`src/sv/ps2mct_pkg.sv`:
```
`timescale 1ns / 1ps
package ps2mct_pkg;

    localparam int REG_BITS   = 12;
    localparam int CFG_IDX_BITS = 8;

    localparam logic [CFG_IDX_BITS-1:0] CFG_LIMIT_X = 8'd0;
    localparam logic [CFG_IDX_BITS-1:0] CFG_LIMIT_Y = 8'd1;
    localparam logic [CFG_IDX_BITS-1:0] CFG_START_X = 8'd2;
    localparam logic [CFG_IDX_BITS-1:0] CFG_START_Y = 8'd3;

    localparam logic [REG_BITS-1:0] LIMIT_X_RST = 12'd992;
    localparam logic [REG_BITS-1:0] LIMIT_Y_RST = 12'd736;
    localparam logic [REG_BITS-1:0] START_X_RST = 12'd512;
    localparam logic [REG_BITS-1:0] START_Y_RST = 12'd384;

    localparam int HDR_SYNC_BIT = 3;
    localparam int HDR_XSIGN_BIT = 4;
    localparam int HDR_YSIGN_BIT = 5;

    localparam logic [1:0] IDX_HEADER = 2'd0;
    localparam logic [1:0] IDX_DX     = 2'd1;
    localparam logic [1:0] IDX_DY     = 2'd2;

    typedef struct packed {
        logic       emit;
        logic       hdr_we;
        logic       dx_we;
        logic [1:0] idx_n;
    } t_step_ctl;

endpackage

```
`src/sv/ps2mct_step.sv`:
```
`timescale 1ns / 1ps
module ps2mct_step #(
    parameter int COORD_BITS = 12
) (
    input  logic                          i_valid,
    input  logic [7:0]                    i_data,
    input  logic                          i_gate,
    input  logic [1:0]                    i_idx,
    input  logic [7:0]                    i_header,
    input  logic [7:0]                    i_dx,
    input  logic [COORD_BITS-1:0]         i_pos_x,
    input  logic [COORD_BITS-1:0]         i_pos_y,
    input  logic [ps2mct_pkg::REG_BITS-1:0] i_limit_x,
    input  logic [ps2mct_pkg::REG_BITS-1:0] i_limit_y,
    output ps2mct_pkg::t_step_ctl         o_ctl,
    output logic [COORD_BITS-1:0]         o_pos_x,
    output logic [COORD_BITS-1:0]         o_pos_y
);
    import ps2mct_pkg::*;

    localparam int WB = (COORD_BITS > REG_BITS) ? COORD_BITS : REG_BITS;
    localparam int SW = WB + 2;

    logic signed [8:0]    dx9;
    logic signed [8:0]    dy9;
    logic signed [SW-1:0] sum_x;
    logic signed [SW-1:0] sum_y;
    logic signed [SW-1:0] cmax;
    logic signed [SW-1:0] hi_x;
    logic signed [SW-1:0] hi_y;
    logic signed [SW-1:0] lim_x;
    logic signed [SW-1:0] lim_y;
    logic signed [SW-1:0] cl_x;
    logic signed [SW-1:0] cl_y;

    always_comb begin
        dx9 = {i_header[HDR_XSIGN_BIT], i_dx};
        dy9 = {i_header[HDR_YSIGN_BIT], i_data};
        // -256 reads as no motion
        if (dx9 == -9'sd256) begin
            dx9 = 9'sd0;
        end
        if (dy9 == -9'sd256) begin
            dy9 = 9'sd0;
        end
        sum_x = $signed({{(SW-COORD_BITS){1'b0}}, i_pos_x}) + SW'(dx9);
        sum_y = $signed({{(SW-COORD_BITS){1'b0}}, i_pos_y}) - SW'(dy9);
        cmax  = $signed({{(SW-COORD_BITS){1'b0}}, {COORD_BITS{1'b1}}});
        lim_x = $signed({{(SW-REG_BITS){1'b0}}, i_limit_x});
        lim_y = $signed({{(SW-REG_BITS){1'b0}}, i_limit_y});
        hi_x  = (lim_x > cmax) ? cmax : lim_x;
        hi_y  = (lim_y > cmax) ? cmax : lim_y;
        if (sum_x < 0) begin
            cl_x = '0;
        end else if (sum_x > hi_x) begin
            cl_x = hi_x;
        end else begin
            cl_x = sum_x;
        end
        if (sum_y < 0) begin
            cl_y = '0;
        end else if (sum_y > hi_y) begin
            cl_y = hi_y;
        end else begin
            cl_y = sum_y;
        end
        o_pos_x = cl_x[COORD_BITS-1:0];
        o_pos_y = cl_y[COORD_BITS-1:0];
    end

    always_comb begin
        o_ctl = '0;
        o_ctl.idx_n = i_idx;
        if (i_valid && i_gate) begin
            unique case (i_idx)
                IDX_HEADER: begin
                    if (i_data[HDR_SYNC_BIT]) begin
                        o_ctl.hdr_we = 1'b1;
                        o_ctl.idx_n  = IDX_DX;
                    end
                end
                IDX_DX: begin
                    o_ctl.dx_we = 1'b1;
                    o_ctl.idx_n = IDX_DY;
                end
                default: begin
                    o_ctl.emit  = 1'b1;
                    o_ctl.idx_n = IDX_HEADER;
                end
            endcase
        end
    end

endmodule

```
`src/sv/ps2_mouse_cursor_tracker_unit.sv`:
```
`timescale 1ns / 1ps
// A packet-closing byte passes the input reg, then the result reg, before cursor valid.
// Throughput: one byte per cycle; a held result blocks only a packet-closing byte.
// Reset (sync, active low): packet index to header, limits to 992/736,
// cursor to 512/384, no result pending.
module ps2_mouse_cursor_tracker_unit #(
    parameter int COORD_BITS = 12
) (
    input  logic                              i_clk,
    input  logic                              i_rst_n,
    input  logic                              i_valid,
    output logic                              o_stall,
    input  logic [7:0]                        i_data_byte,
    input  logic                              i_buffer_full,
    input  logic                              i_from_aux,
    output logic                              o_valid,
    input  logic                              i_stall,
    output logic [ps2mct_pkg::REG_BITS-1:0]   o_cursor_x,
    output logic [ps2mct_pkg::REG_BITS-1:0]   o_cursor_y,
    input  logic                              i_cfg_valid,
    output logic                              o_cfg_ready,
    input  logic [ps2mct_pkg::CFG_IDX_BITS-1:0] i_cfg_index,
    input  logic [ps2mct_pkg::REG_BITS-1:0]   i_cfg_data
);
    import ps2mct_pkg::*;

    logic                  r_s1_valid;
    logic [7:0]            r_s1_data;
    logic                  r_s1_gate;
    logic [1:0]            r_idx;
    logic [7:0]            r_header;
    logic [7:0]            r_dx;
    logic [COORD_BITS-1:0] r_pos_x;
    logic [COORD_BITS-1:0] r_pos_y;
    logic [REG_BITS-1:0]   r_limit_x;
    logic [REG_BITS-1:0]   r_limit_y;
    logic                  r_out_valid;
    logic [REG_BITS-1:0]   r_cursor_x;
    logic [REG_BITS-1:0]   r_cursor_y;

    t_step_ctl             ctl;
    logic [COORD_BITS-1:0] n_pos_x;
    logic [COORD_BITS-1:0] n_pos_y;
    logic [COORD_BITS+REG_BITS-1:0] ext_x;
    logic [COORD_BITS+REG_BITS-1:0] ext_y;
    logic                  out_busy;
    logic                  s1_go;
    logic                  s1_free;
    logic                  in_fire;

    ps2mct_step #(
        .COORD_BITS(COORD_BITS)
    ) u_step (
        .i_valid   (r_s1_valid),
        .i_data    (r_s1_data),
        .i_gate    (r_s1_gate),
        .i_idx     (r_idx),
        .i_header  (r_header),
        .i_dx      (r_dx),
        .i_pos_x   (r_pos_x),
        .i_pos_y   (r_pos_y),
        .i_limit_x (r_limit_x),
        .i_limit_y (r_limit_y),
        .o_ctl     (ctl),
        .o_pos_x   (n_pos_x),
        .o_pos_y   (n_pos_y)
    );

    assign out_busy    = r_out_valid && i_stall;
    assign s1_go       = r_s1_valid && !(ctl.emit && out_busy);
    assign s1_free     = !r_s1_valid || s1_go;
    assign in_fire     = i_valid && s1_free;
    assign o_stall     = !s1_free;
    assign o_cfg_ready = 1'b1;
    assign o_valid     = r_out_valid;
    assign o_cursor_x  = r_cursor_x;
    assign o_cursor_y  = r_cursor_y;
    assign ext_x       = {{REG_BITS{1'b0}}, n_pos_x};
    assign ext_y       = {{REG_BITS{1'b0}}, n_pos_y};

    always_ff @(posedge i_clk) begin
        if (!i_rst_n) begin
            r_s1_valid <= 1'b0;
        end else begin
            r_s1_valid <= in_fire || (r_s1_valid && !s1_go);
        end
        if (in_fire) begin
            r_s1_data <= i_data_byte;
            r_s1_gate <= i_buffer_full && i_from_aux;
        end
    end

    always_ff @(posedge i_clk) begin
        if (!i_rst_n) begin
            r_idx   <= IDX_HEADER;
            r_pos_x <= COORD_BITS'(START_X_RST);
            r_pos_y <= COORD_BITS'(START_Y_RST);
        end else if (s1_go) begin
            r_idx <= ctl.idx_n;
            if (ctl.emit) begin
                r_pos_x <= n_pos_x;
                r_pos_y <= n_pos_y;
            end
        end
        if (s1_go && ctl.hdr_we) begin
            r_header <= r_s1_data;
        end
        if (s1_go && ctl.dx_we) begin
            r_dx <= r_s1_data;
        end
    end

    always_ff @(posedge i_clk) begin
        if (!i_rst_n) begin
            r_out_valid <= 1'b0;
        end else if (s1_go && ctl.emit) begin
            r_out_valid <= 1'b1;
        end else if (!i_stall) begin
            r_out_valid <= 1'b0;
        end
        if (s1_go && ctl.emit) begin
            r_cursor_x <= ext_x[REG_BITS-1:0];
            r_cursor_y <= ext_y[REG_BITS-1:0];
        end
    end

    // start position is only loaded at reset, which also restores its default
    always_ff @(posedge i_clk) begin
        if (!i_rst_n) begin
            r_limit_x <= LIMIT_X_RST;
            r_limit_y <= LIMIT_Y_RST;
        end else if (i_cfg_valid) begin
            unique case (i_cfg_index) inside
                CFG_LIMIT_X: r_limit_x <= i_cfg_data;
                CFG_LIMIT_Y: r_limit_y <= i_cfg_data;
                CFG_START_X, CFG_START_Y: begin
                end
                default: begin
                end
            endcase
        end
    end

endmodule

```
`config.mk`:
```
export PLATFORM = sky130hd
export DESIGN_NAME = ps2_mouse_cursor_tracker_unit
export DESIGN_NICKNAME = d
export VERILOG_FILES = /design/src/sv/ps2mct_pkg.sv /design/src/sv/ps2mct_step.sv /design/src/sv/ps2_mouse_cursor_tracker_unit.sv
export SDC_FILE = /design/constraint.sdc
export NUM_CORES = 1
export LEC_CHECK = 0
export ABC_AREA = 1
export BUFFER_PORTS_ARGS = -buffer_cell sky130_fd_sc_hd__buf_2
export CAP_MARGIN = 10
export CORE_AREA = 2 2 155 96
export DETAILED_ROUTE_END_ITERATION = 7
export DIE_AREA = 0 0 157 98
export GPL_TIMING_DRIVEN = 1
export PLACE_DENSITY = 0.62
export SYNTH_ARGS = -nofsm -noshare
export SYNTH_HDL_FRONTEND = slang
export SYNTH_SLANG_ARGS = --single-unit
```
`constraint.sdc`:
```
create_clock -name i_clk -period 6.5 [get_ports i_clk]
set_clock_uncertainty 0.15 [all_clocks]
set_input_delay 0.975 -clock i_clk [delete_from_list [all_inputs] [get_ports i_clk]]
set_output_delay 0.975 -clock i_clk [all_outputs]
set_load 0.005 [all_outputs]
```
* Yosys cells after proc, flatten, opt, wreduce, memory -nomap -nowiden *
Cells that the tools add are included.

word-level totals
  logic and storage cells = 63
  register bits after elaboration = 99
  output and inout port bits = 27
  bits of input ports = 35

cells by class
  equal/unequal tests = 6
  reductions and logical operators = 23
  add/subtract/negate cells = 2
  multiplexer cells = 15
  $lt $le $gt $ge = 4

operators with widths
  kind                                                                           count
  12-bit 2-to-1 mux                                                              4
  14-bit by 13-bit greater-than comparator with 1-bit output                     2
  14-bit by 1-bit less-than comparator with 1-bit output, second input constant  2
  9-bit equality test, second input constant                                     2
  9-bit 2-to-1 mux                                                               2
  13-bit by 9-bit adder with 14-bit output                                       1
  13-bit by 9-bit subtractor with 14-bit output                                  1
  1-bit logical AND                                                              10
  8-bit by 1-bit equality test with 1-bit output, second input constant          1
  8-bit logical NOT                                                              1
  1-bit 2-to-1 mux                                                               6
  2-bit AND reduction                                                            3
  5-bit 2-to-1 mux                                                               1
  1-bit logical NOT                                                              4
  2-bit one-hot mux with 2 select lines                                          1
  3-bit AND reduction                                                            1
  2-bit by 1-bit equality test with 1-bit output, second input constant          1
  2-bit logical NOT                                                              1
  1-bit logical OR                                                               2
  2-bit 2-to-1 mux                                                               1
  2-bit by 1-bit != test with 1-bit output, second input constant                1
  2-bit != test, second input constant                                           1
  2-bit OR reduction                                                             1

* Longest topological paths before layout *
Gate-level depths: netlist of the first run.

  word-level depth = 10
  mapped depth = 27
  mapped depth without buffers = 26

* By module *
A second synthesis of the first run with hierarchy kept.

unflattened totals
  cells, all modules = 817
  area, all modules = 6403.6 µm²

modules (own cells, without submodules)
  module                         cells each  instances  seq. area each (µm²)  area each (µm²)
  ps2_mouse_cursor_tracker_unit  327         1          2512.4                3642.2
  ps2mct_step                    490         1          0.0                   2761.4

* Worst setup path before layout of the first run *
No wires, ideal clock.

  path kind = reg2reg
  from = register r_s1_data[4]
  to = register r_cursor_y[0] (netlist: o_cursor_y[0]), data pin
  cell stages (with the launch flop) = 25
  buffers on the path = 0
  arrival = 3243 ps
  path slack = 2855 ps
  clock period less this slack = 3645 ps
  required time = 6098 ps
  library setup time = 252 ps
  cells stage by stage = edfxtp_1 inv_1 nand4_1 o21ai_1 ha_1 nand2_1 inv_1 a21oi_1 nand3_1 or2_2 nand2_1 inv_1 ha_1 nand2_1 nand2_1 nand2_1 nand2_1 a21oi_1 nand2_1 nand2_1 inv_1 nor2_2 nand2_1 nand3_1 inv_1

between the ends
  cells in the longest elaborated chain, start to end = 6
  elaborated cells on any way between the ends = 7
  classes of those cells = 1 x add/sub; 2 x order compare; 1 x eq/ne; 3 x mux

ends and longest elaborated chain
  item                                                        line                                  text
  from (decl)                                                 ps2_mouse_cursor_tracker_unit.sv:28   logic [7:0] r_s1_data;
  from (signal assigned)                                      ps2_mouse_cursor_tracker_unit.sv:88   r_s1_data <= i_data_byte;
  9-bit equality test                                         ps2mct_step.sv:43                     if (dy9 == -9'sd256) begin
  9-bit 2-to-1 mux *                                          ps2mct_step.sv:43
  13-bit by 9-bit subtractor with 14-bit output *             ps2mct_step.sv:47                     sum_y = $signed({{(SW-COORD_BITS){1'b0}}, i_pos_y}) - SW'(dy9);
  14-bit by 13-bit greater-than comparator with 1-bit output  ps2mct_step.sv:62                     end else if (sum_y > hi_y) begin
  12-bit 2-to-1 mux                                           ps2mct_step.sv:62
  12-bit 2-to-1 mux *                                         ps2mct_step.sv:60                     if (sum_y < 0) begin
  net n_pos_y[0]                                              ps2_mouse_cursor_tracker_unit.sv:43   logic [COORD_BITS-1:0] n_pos_y;
  to (signal assigned)                                        ps2_mouse_cursor_tracker_unit.sv:123  r_cursor_y <= ext_y[REG_BITS-1:0];
  to (decl)                                                   ps2_mouse_cursor_tracker_unit.sv:39   logic [REG_BITS-1:0] r_cursor_y;

The timed path passes the listed nets; every way through them passes the cells marked *.
A chain may end at the register's enable or synchronous reset.

* Worst setup path after layout of the first run *
  from = register r_s1_data[1]
  to = register r_cursor_y[2] (netlist: o_cursor_y[2]), data pin

Same word-level chain as after synthesis.

==> results of run 1 <==
-- state kept, by name, summed over array words and instances, names as in the netlist --
| signal | count |
|---|---|
| o_cursor_x | 12 |
| o_cursor_y | 12 |
| r_limit_x | 12 |
| r_limit_y | 12 |
| r_pos_x | 12 |
| r_pos_y | 12 |
| r_dx | 8 |
| r_s1_data | 8 |
| r_header | 2 |
| r_idx | 2 |
| o_valid | 1 |
| r_s1_gate | 1 |
| r_s1_valid | 1 |
-- where the power goes --
part	internal, uW	leakage [uW]	switching [uW]
clock network	301	0.000147	249
registers	627	0.000814	3.17
logic	30.3	0.00243	59.7
-- path summary, 6_finish.rpt --
kind | from | to
worst max-delay path | r_s1_data[1] | o_cursor_y[2]
worst min-delay path | r_s1_data[7] | r_dx[7]
worst max register to register | r_s1_data[1] | o_cursor_y[2]
worst min register to register | r_s1_data[7] | r_dx[7]
-- critical path, stage by stage (launching register included) --
cell and delay, ns:
edfxtp_1 0.44, nor2_1 0.13, nand3_1 0.09, o21ai_1 0.60
ha_1 0.41, nand2_1 0.14, inv_1 0.05, a21oi_1 0.19
nand3_1 0.15, or2_2 0.29, nand2_1 0.08, inv_1 0.05
ha_1 0.28, nand2_1 0.07, nand2_1 0.05, nand2_1 0.05
nand2_1 0.05, a21oi_1 0.12, nand2_1 0.06, nand2_1 0.10
inv_1 0.06, nor2_2 0.45, nand2_1 0.09, nand3_1 0.15
inv_1 0.06
-- placed cells by master, fill, tap and decap left out, drive strengths merged, types with 3 or more instances in the layout --
cell and instances:
nand3 86, xnor2 3, inv 130, a21oi 53, o21ai 33, xor2 8, nor2 71, nor3 4
or2 4, clkbuf 11, and2 3, dfxtp 52, buf 61, nand2 215, o211ai 9, ha 52
nand4 7, edfxtp 43
-- routing by layer --
metal | vias up | GRT usage (%) | part of all wire [%]
met5 | - | 0 | 0
met2 | 194 | 25.8 | 34
met4 | 0 | 3.32 | 0.43
met1 | 2300 | 36.9 | 56
met3 | 6 | 5.77 | 9.4
li1 | 2686 | - | -
-- cell families (layout without fill, tap and decap cells) --
logic type / after synthesis / count (layout) / synth area share (%)
simple gates: 392 / 392 / 29.0
fa+ha+maj: 54 / 54 / 11.4
flops: 95 / 95 / 38.5
compound gates: 99 / 99 / 8.90
other cells: 1 / 1 / 0.0619
buf+inv: 156 / 205 / 10.5
xor+xnor: 11 / 11 / 1.59
-- per-stage QoR --
stage	worst slack (ns)	util, %
floorplan	2.85	-
detailed placement	2.00	45.9
global placement	1.97	45.9
CTS	1.98	48.1
global route	1.55	48.1
finish	1.90	48.1
-- cell type report --
cell class | instances | area, um^2
fill | 1408 | 7310
multi-input combinational | 557 | 3090
sequential | 95 | 2330
inverter | 128 | 480
timing repair buffer | 61 | 308
clock buffer | 11 | 264
tap | 198 | 248
clock inverter | 5 | 46.3
==> impl_metrics.toml, run 1 <==
[status]
outcome = "completed"

[drt]
vias = 5186
drc = 0
viasPerCell = 4.92
firstDrtPassIters = 5
wirelength_um = 16000
ant_nets = 0
wl_per_cell_um = 15.1
drtIter0Drc = 461

[synthesis]
synthTopCellsByCount = "nand2_1 (206), inv_1 (127), nand3_1 (73)"
synth_edf_count = 43
synth_nets = 897
async_flop_share_pct = 0
yosysMostFrequentCell = "nand2_1"
synth_top_cells_by_area = "edfxtp_1 (21%), dfxtp_1 (17%), nand2_1 (13%), ha_1 (11%), inv_1 (7.9%)"
ys_warn_count = 0
synth_ff_type = "dfxtp_1"
yosysTopAreaCell = "edfxtp_1"
syn_inst = 808
ys_seq_elements = 95
yosysTopAreaCellShare_pct = 21.3
synth.avg_cell_area_um2 = 7.50
ys_seq_area_share_pct = 38.5
synth.cell_area_mm2 = 0.00606
ys_types = 37

[place]
place.gp.congestion = 0.968
post-place-cells = 1039
dp_hpwl_um = 12400
numPortBuffers = 60
place_area_mm2 = 0.00646

[die]
die_w_um = 157
start_util_pct = 43.0
die_h_um = 98
fp.dieArea_mm2 = 0.0154
num_io_pins = 62
rows = 34
core_mm2 = 0.0141

[global_routing]
grt.total_usage_pct = 21.5
grt_pass1_wl_um = 25400
grt_overflow = 0
antenna_found_initial = 0
grt_pass1_vias = 4630
grt_max_degree = 55

[clock_network]
hold_buffers = 0
htreeDepth = 3
post_cts.repair.setup_buffers = 0
cts_buffer_depth = 2
tritoncts = "done"
clock-sinks = 95
numCtsBuffers = 9
cts_resized = 0
path_clk_slew_ns = 0.07
clk_latency_ns = 0.34
cts-root-buf = "clkbuf_16"

[critical_path]
critPathArrivalTime_ns = 4.55
rrSetupSlack_ns = 1.90
crit_fanout = 10
reg2reg_depth = 24
path_class = "flop to flop"
cp.required_ns = 6.45
start_kind = "flop"
end_kind = "flop"

[sta]
post-route-period-util_pct = 70.7
rsz0062_at_grt = "no"
setup_viol = 0
max_slew_margin_pct = 51.0
fin_hold_ws_ns = 0.336
hold_viol = 0
report.final.slew_viol_count = 0
max_slew.worst_pin.slew_ns = 0.730
setup_tns_ns = 0
fmax_mhz = 218
finalCriticalPeriod_ns = 4.60

[power]
peakVddDrop_uv = 111
power.density_mw_per_mm2 = 188
power.total_uw = 1270
leakage_uw = 0.00339

[final_layout]
final_cells = 1055
drive_gt1_share_pct = 13.1
num-nets-final = 941
syn_to_final_growth_pct = 11.8
final_area_mm2 = 0.00677
diodes = 0

[flow_run]
maxCapViolCount = 0

[worst_hold_path]
hold_path_class = "flop to flop"
hold-path-cell-count = 0
Power figures use the tool's default switching activity.
==> run 2, diff against run 1 <==
clock period = 4.48 ns   (was 6.5 ns; I/O delays follow)
==> run 2 against run 1 <==
Clock power is 34% higher. Worst setup slack worse by 1.6 ns. Sequential cell count stayed put. Sequential share of layout area is 0.057 points lower. Total power is 40% higher. Wire length is 2.3% lower. Maximum frequency is 9.8% higher. Design area is 0.17% higher. Final cell count is 0.38% higher. Critical path depth stayed put. Critical path type unchanged. Critical endpoint is now o_cursor_y[0]. Highest routed layer unchanged.
==> impl_metrics.toml, run 2 (synthesis results as in run 1) <==
[status]
outcome = "completed"

[final_layout]
num-nets-final = 945
drive_gt1_share_pct = 13.5
multiInputGateArea_mm2 = 0.00311
mostFrequentLayoutCell = "nand2_1"
seqCellArea_mm2 = 0.00233
syn_to_final_growth_pct = 12.0
diodes = 0
nFillCells = 1421
layout_common_cells = "nand2_1 (206), inv_1 (127), nand3_1 (73), nor2_1 (64), buf_2 (60)"
final_area_mm2 = 0.00678

[critical_path]
reg2reg_depth = 24
critPathMostFrequentCell = "nand2_1"
cp.depth = 24
end_kind = "flop"
worstReg2RegStart = "r_s1_data[1]"
critPathBufInv = 4
critPathArrivalTime_ns = 4.14
slowest_stage = "edfxtp_1"
reg2reg_to = "o_cursor_y[0]"
rrSetupSlack_ns = 0.29
cp.required_ns = 4.43
critical-path-top-delay-family = "simple AND/OR/NAND/NOR gates"
path_cells = "nor2_1 -> nand3_1 -> o21ai_1 -> ha_1 -> nand2_1 -> inv_1 -> a21oi_1 -> nand3_1 -> or2_2 -> nand2_1 -> inv_1 -> ha_1 -> nand2_1 -> nand2_1 -> nand2_1 -> nand2_1 -> a21oi_1 -> nand2_1 -> nand2_1 -> inv_1 -> nor2_4 -> nand2_1 -> nand3_1 -> inv_1"
start_kind = "flop"
path_class = "flop to flop"
crit_fanout = 10
slowest_delay_ns = 0.44

[die]
fp.dieArea_mm2 = 0.0154
num_io_pins = 62
start_util_pct = 43.0
rows = 34
core_mm2 = 0.0141
die_h_um = 98
die_w_um = 157

[drt]
wl_per_cell_um = 14.7
drc = 0
drtIter0Drc = 547
firstDrtPassIters = 5
vias = 5253
ant_nets = 0
viasPerCell = 4.96
wirelength_um = 15600

[worst_hold_path]
min_delay_worst_endpoint = "r_dx[3]"
hold_path_class = "flop to flop"
hold-path-cell-count = 0
min_from = "r_s1_data[3]"

[clock_network]
numCtsBuffers = 9
htreeDepth = 3
cts_buffer_depth = 2
cts-root-buf = "clkbuf_16"
tritoncts = "done"
path_clk_slew_ns = 0.07
clk_latency_ns = 0.35
clock-sinks = 95

[sta]
max_slew.worst_pin.slew_ns = 0.994
setup_ws_ns = 0.293
report.final.slew_viol_count = 0
hold_viol = 0
setup_tns_ns = 0
setup_viol = 0
fmax_mhz = 239
finalCriticalPeriod_ns = 4.19
max_slew_margin_pct = 33.6
rsz0062_at_grt = "no"
post-route-period-util_pct = 93.5

[place]
place_area_mm2 = 0.00649
dp_slack_ns = 0.331
dp_hpwl_um = 12200
numPortBuffers = 60
place.gp.congestion = 0.892

[power]
peakVddDrop_uv = 189
power.density_mw_per_mm2 = 263
leakage_uw = 0.00340
power.total_uw = 1780

[global_routing]
grt_pass1_vias = 4552
antenna_found_initial = 0
grt_pass1_wl_um = 24800
grt.total_usage_pct = 21.1
grt_overflow = 0
grt_max_degree = 39

[flow_run]
maxCapViolCount = 0
run 2: cell count changes in the layout (fill, tap and decap cells not counted), sizes merged:
cell    previous run  this run
buf               61        65
clkbuf            11         9
clkinv             1         3
run 2: stage by stage:
stage | hold slack [ns] | utilization (%) | std cells
after floorplan | 0.276 | - | 808
after global routing | 0.340 | 48.2 | 1059
after detailed placement | 0.308 | 46.1 | 1043
after CTS | 0.327 | 48.1 | 1059
after global placement | 0.315 | 46.1 | 1043
final | 0.326 | 48.2 | 1059
run 2: layout make-up:
cell class / count / area share (%)
clock buffers: 9 / 3.32
clock inverters: 7 / 0.793
inverters: 128 / 7.08
multi-input cells: 557 / 45.8
flip-flops and latches: 95 / 34.4
well taps: 198 / 3.65
repair buffers: 65 / 4.98
run 2: worst max-delay path by stage:
stage                       startpoint             to  slack (ns)
after floorplan           r_s1_data[4]  o_cursor_y[0]        0.83
after global placement    r_s1_data[1]  o_cursor_y[0]        0.28
after detailed placement  r_s1_data[1]  o_cursor_y[0]        0.33
after CTS                 r_s1_data[1]  o_cursor_y[0]        0.28
after global routing      r_s1_data[1]  o_cursor_y[3]        0.04
final                     r_s1_data[1]  o_cursor_y[0]        0.29
run 2: where the power goes:
| part | switching, uW | internal, uW | total [uW] |
|---|---|---|---|
| registers | 5.03 | 910 | 915 |
| clock network | 353 | 383 | 736 |
| logic | 85.4 | 44.7 | 130 |
run 2: worst reg2reg max path, delay by kind of cell (launching register included):
kind / cells / cell delay [ns]
adders and majority gates: 2 / 0.62
AOI/OAI and AO/OA: 3 / 0.67
and+or+nand+nor: 15 / 1.83
DFF: 1 / 0.44
buffers and inverters: 4 / 0.23
run 2: timing repair:
item	in CTS	in global routing
gates resized for setup	0	2
setup buffers	0	0
setup endpoints to repair	0	12
hold buffers	0	0
run 2: per-layer routing:
metal | GRT usage [%] | vias up | part of all wire (%)
met5 | 0 | - | 0
met4 | 2.96 | 0 | 0.42
met3 | 3.60 | 5 | 7.9
met2 | 25.2 | 189 | 34
met1 | 37.5 | 2365 | 58
li1 | - | 2694 | -
